<file path="src/rtl/gssc_pkg.sv">
// ----------------------------------------------------------------------------
// gssc_pkg
// Shared types, constants and helpers for the same-symbol cycle detector.
// ----------------------------------------------------------------------------
package gssc_pkg;

    localparam int MAX_ROWS = 64;
    localparam int MAX_COLS = 64;
    localparam int CELLS    = MAX_ROWS * MAX_COLS;
    localparam int ADDR_W   = $clog2(CELLS);
    localparam int DEPTH_W  = $clog2(CELLS + 1);
    localparam int ROW_W    = $clog2(MAX_ROWS);
    localparam int COL_W    = $clog2(MAX_COLS);
    localparam int DIM_W    = 7;
    localparam int SYM_W    = 8;
    localparam int CFG_IDX_W = 1;

    // register indexes
    localparam logic [CFG_IDX_W-1:0] CFG_ROWS = 1'd0;
    localparam logic [CFG_IDX_W-1:0] CFG_COLS = 1'd1;

    // neighbor directions; DIR_NONE marks a root (no parent) or an exhausted frame
    localparam logic [2:0] DIR_DOWN  = 3'd0;
    localparam logic [2:0] DIR_RIGHT = 3'd1;
    localparam logic [2:0] DIR_UP    = 3'd2;
    localparam logic [2:0] DIR_LEFT  = 3'd3;
    localparam logic [2:0] DIR_NONE  = 3'd4;

    typedef struct packed {
        logic [ROW_W-1:0] row;
        logic [COL_W-1:0] col;
        logic [2:0]       pdir;
        logic [2:0]       nxt;
    } t_frame;

    typedef enum logic [2:0] {
        S_CLEAR,
        S_LOAD,
        S_SCAN,
        S_SCAN_CHK,
        S_STEP,
        S_NB_CHK,
        S_POP_WAIT,
        S_DONE
    } t_state;

    typedef struct packed {
        logic clear_step;
        logic load_en;
        logic scan_rd;
        logic scan_chk;
        logic step;
        logic nb_chk;
        logic pop_load;
        logic done;
    } t_cmd;

    typedef struct packed {
        logic clr_last;
        logic last_accept;
        logic scan_end;
        logic root_vis;
        logic exhausted;
        logic depth_one;
        logic nb_ok;
        logic out_busy;
    } t_status;

    // 0 counts as 1, above the maximum counts as the maximum
    function automatic logic [DIM_W-1:0] clamp_dim(input logic [DIM_W-1:0] v,
                                                   input logic [DIM_W-1:0] hi);
        logic [DIM_W-1:0] r;
        r = v;
        if (v == '0) r = DIM_W'(1);
        else if (v > hi) r = hi;
        return r;
    endfunction

endpackage

</file>
<file path="src/rtl/gssc_ctrl.sv">
// ----------------------------------------------------------------------------
// gssc_ctrl
// Sequencer for load, clear and depth-first walk phases.
// ----------------------------------------------------------------------------
module gssc_ctrl (
    input  logic              i_clk,
    input  logic              i_rst_n,
    input  gssc_pkg::t_status i_st,
    output gssc_pkg::t_cmd    o_cmd
);
    import gssc_pkg::*;

    t_state r_state, n_state;

    always_ff @(posedge i_clk) begin
        if (!i_rst_n) r_state <= S_CLEAR;
        else          r_state <= n_state;
    end

    always_comb begin
        n_state = r_state;
        o_cmd   = '0;
        unique case (r_state)
            S_CLEAR: begin
                o_cmd.clear_step = 1'b1;
                if (i_st.clr_last) n_state = S_LOAD;
            end
            S_LOAD: begin
                o_cmd.load_en = 1'b1;
                if (i_st.last_accept) n_state = S_SCAN;
            end
            S_SCAN: begin
                o_cmd.scan_rd = 1'b1;
                n_state = i_st.scan_end ? S_DONE : S_SCAN_CHK;
            end
            S_SCAN_CHK: begin
                o_cmd.scan_chk = 1'b1;
                n_state = i_st.root_vis ? S_SCAN : S_STEP;
            end
            S_STEP: begin
                o_cmd.step = 1'b1;
                if (i_st.exhausted)  n_state = i_st.depth_one ? S_SCAN : S_POP_WAIT;
                else if (i_st.nb_ok) n_state = S_NB_CHK;
            end
            S_NB_CHK: begin
                o_cmd.nb_chk = 1'b1;
                n_state = S_STEP;
            end
            S_POP_WAIT: begin
                o_cmd.pop_load = 1'b1;
                n_state = S_STEP;
            end
            S_DONE: begin
                if (!i_st.out_busy) begin
                    o_cmd.done = 1'b1;
                    n_state    = S_CLEAR;
                end
            end
            default: n_state = S_CLEAR;
        endcase
    end

endmodule

</file>
<file path="config.mk">
export PLATFORM = sky130hd
export DESIGN_NAME = gssc_ctrl
export DESIGN_NICKNAME = d
export VERILOG_FILES = /design/src/rtl/gssc_pkg.sv /design/src/rtl/gssc_ctrl.sv
export SDC_FILE = /design/constraint.sdc
export NUM_CORES = 1
export LEC_CHECK = 0
export BUFFER_PORTS_ARGS = -buffer_cell sky130_fd_sc_hd__buf_2
export CORE_AREA = 2 2 39 41
export CTS_BUF_LIST = sky130_fd_sc_hd__clkbuf_2 sky130_fd_sc_hd__clkbuf_4 sky130_fd_sc_hd__clkbuf_8
export DETAILED_ROUTE_END_ITERATION = 12
export DIE_AREA = 0 0 41 43
export PLACE_DENSITY = 0.63
export SETUP_SLACK_MARGIN = 0.15
export SLEW_MARGIN = 10
export SYNTH_ARGS = -nofsm -noshare
export SYNTH_HDL_FRONTEND = slang
export SYNTH_SLANG_ARGS = --single-unit
</file>
<file path="constraint.sdc">
create_clock -name i_clk -period 3.2 [get_ports i_clk]
set_input_delay 0.64 -clock i_clk [delete_from_list [all_inputs] [get_ports i_clk]]
set_output_delay 0.64 -clock i_clk [all_outputs]
set_load 0.005 [all_outputs]
</file>
==> results.sh <==
export IMPL_yosysTopAreaCellShare_pct=16.72
export IMPL_grt_usage_pct=9.118
export IMPL_netlist_area_um2=359.1
export IMPL_crit_type="reg -> out"
export IMPL_ys_warn_count=0
export IMPL_cts_setup_buffers=0
export IMPL_coreArea_um2=1384
export IMPL_synth_xor_area_share_pct=0
export IMPL_place_port_buffers=17
export IMPL_slew_headroom_pct=59.78
export IMPL_drtIter0Drc=1
export IMPL_initial_core_util_pct=25.95
export IMPL_syn_nets=50
export IMPL_place_congestion=0.6324
export IMPL_finalSetupTns_ps=0
export IMPL_worstPathArrival_ps=1400
export IMPL_slew_viol_final=0
export IMPL_die_h_um=43
export IMPL_gr_total_overflow=0
export IMPL_peakVddDrop_mv=0.1311
export IMPL_final_hold_violation_count=0
export IMPL_hold_buffers=0
export IMPL_cts_buffer_depth=2
export IMPL_grt_pass1_vias=271
export IMPL_synth_compound_area_share_pct=34.84
export IMPL_power_uw=175.5
export IMPL_muxShareOfSynthArea_pct=4.181
export IMPL_worstSetupEndpointType="primary output"
export IMPL_cp_data_required_time_ps=2560
export IMPL_die_w_um=41
export IMPL_cp_max_fo=20
export IMPL_grt_start_max_net_pins=21
export IMPL_antenna_found_initial=0
export IMPL_hpwl_um=534.2
export IMPL_cts_resized=0
export IMPL_final_min_clock_period_ps=2040
export IMPL_finalCoreUtilization_pct=31.92
export IMPL_cts_tree="done"
export IMPL_startpoint_type="register"
export IMPL_reg_top3="r_state (3)"
export IMPL_combPwrFrac_pct=24.7
export IMPL_hold_class="in -> reg"
export IMPL_synth_area_leader_cell="dfxtp_1"
export IMPL_cts_sinks=3
export IMPL_drc=0
export IMPL_grt_pass1_wl_um=1055
export IMPL_synth_enable_flop_cells=0
export IMPL_vias=354
export IMPL_multi_input_area_um2=242.7
export IMPL_regMostFlops="r_state"
export IMPL_worst_slew_pin_slew_ps=602.5
export IMPL_cts_root_buffer="clkbuf_4"
export IMPL_fill_cells=161
export IMPL_io_pin_count=18
export IMPL_final_layout_size_suffix_gt1_share_pct=46.43
export IMPL_wire_per_inst_um=10.53
export IMPL_h_tree_depth=1
export IMPL_rsz0062_at_grt="no"
export IMPL_synth_cell_types=26
export IMPL_synth_top_family_by_area="compound AO/OA/AOI/OAI gates"
export IMPL_synth_flop_cell="dfxtp_1"
export IMPL_p_leak_uw=0.0002256
export IMPL_ys_async_sr_fraction_pct=0
export IMPL_p_sw_uw=52.13
export IMPL_rows=14
export IMPL_fin_crit_sh_pct=63.75
export IMPL_numCtsBuffers=3
export IMPL_largest_register_ffs=3
export IMPL_pwr_density_cell_nw_per_um2=397.3
export IMPL_postRouteAntennaNets=0
export IMPL_final_setup_viol_count=0
export IMPL_clock_power_share_pct=42.3
export IMPL_power_internal_uw=123.4
export IMPL_clk_latency_ps=230
export IMPL_avgSynthCellArea_um2=8.977
export IMPL_finalWirelength_um=758
export IMPL_drv_cap=0
export IMPL_die_area_um2=1763
export IMPL_postSynthCellCount=40
export IMPL_finalClockSkew_ps=3.732
export IMPL_instances_no_fill=72
export IMPL_status="complete, no violations"
export IMPL_synthAdderAreaFrac_pct=0
export IMPL_first_pass_iters=3
export IMPL_synthSimpleGateAreaFrac_pct=28.57
export IMPL_dp_cells=68
export IMPL_syn_to_final_growth_pct=23.00
export IMPL_seq_area_frac_synth_pct=16.72
export IMPL_reg2reg_slack_ps=1730
export IMPL_regArea_um2=60.06
export IMPL_power_frac_seq_pct=33.0
export IMPL_synth_seq_cells=3
export IMPL_nets=67
export IMPL_ys_top_cells_by_area="dfxtp_1 17%, buf_6 13%, nor3b_1 10%"
export IMPL_clkTransAtPathRegs_ps=40
export IMPL_vias_per_cell=4.917
export IMPL_diodes=0
export IMPL_timing_fmax_mhz=490.2
export IMPL_p_sw_share_pct=29.70
## power groups by stage
stage                     clock, uW  sequential (uW)  combinational (uW)
final                          74.2             57.8                43.4
after global routing           81.7             59.3                49.6
after CTS                      75.5             57.4                44.3
after detailed placement          0             58.0                44.1
after global placement            0             57.5                43.9
after floorplan                   0             43.9                52.0
## final cells by class
cell class                 instances  share of cell area (%)
timing repair buffer              17                   19.26
clock buffer                       4                   6.799
sequential                         3                   13.60
tap                               16                   4.533
multi-input combinational         31                   54.96
inverter                           1                  0.8499
## Yosys cell counts (all sizes together) (2+ instances only)
master  count
o211a       2
buf         5
a21oi       3
nor2        2
nor3b       5
dfxtp       3
and3        2
o21ai       2
o22a        2
## path summary, 6_finish.rpt
| check | from | endpoint | depth (start not counted) |
|---|---|---|---|
| hold reg to reg | r_state[2] | r_state[1] | 2 |
| setup / recovery | r_state[0] | o_cmd[0] | 3 |
| setup reg to reg | r_state[0] | r_state[1] | 3 |
| hold / removal | i_rst_n | r_state[2] | 3 |
## through the flow
| step | setup WS, ps | cell area (um^2) | hold WS (ps) |
|---|---|---|---|
| after floorplan | 1704 | 359.1 | 613.0 |
| after global placement | 1462 | 411.6 | 726.5 |
| after detailed placement | 1413 | 411.6 | 746.0 |
| after CTS | 1166 | 441.7 | 679.9 |
| after global routing | 1012 | 441.7 | 686.7 |
| final | 1160 | 441.7 | 679.3 |
## cell families after synthesis
family | after synthesis
mux | 1
compound gates | 14
buf+inv | 6
flops | 3
simple gates | 16
## critical path, stage by stage, from the launching register on
cell	delay, ps
dfxtp_1	700
nand2_1	130
nor3b_1	200
buf_2	140
## per-layer routing
layer / wire [um] / global-route usage, %
met4: 0 / 8.000
met1: 364 / 10.22
met5: 0 / 0
met2: 344 / 12.81
met3: 49 / 3.141
## placed cells by master (no fill, tap or decap)
| cell | n |
|---|---|
| a211o_1 | 1 |
| a211oi_2 | 1 |
| a21o_1 | 1 |
| a21oi_1 | 2 |
| a21oi_2 | 1 |
| and3_1 | 1 |
| and3_2 | 1 |
| buf_2 | 17 |
| clkbuf_4 | 4 |
| dfxtp_1 | 3 |
| inv_1 | 1 |
| mux2_4 | 1 |
| nand2_1 | 1 |
| nand3_1 | 1 |
| nand3b_1 | 1 |
| nor2_1 | 2 |
| nor2b_1 | 1 |
| nor3_1 | 1 |
| nor3b_1 | 5 |
| nor4_1 | 1 |
| nor4bb_1 | 1 |
| o211a_1 | 2 |
| o21ai_1 | 2 |
| o22a_1 | 2 |
| o31ai_4 | 1 |
| o41ai_1 | 1 |
Note: power is estimated with default switching activity, not from simulation.
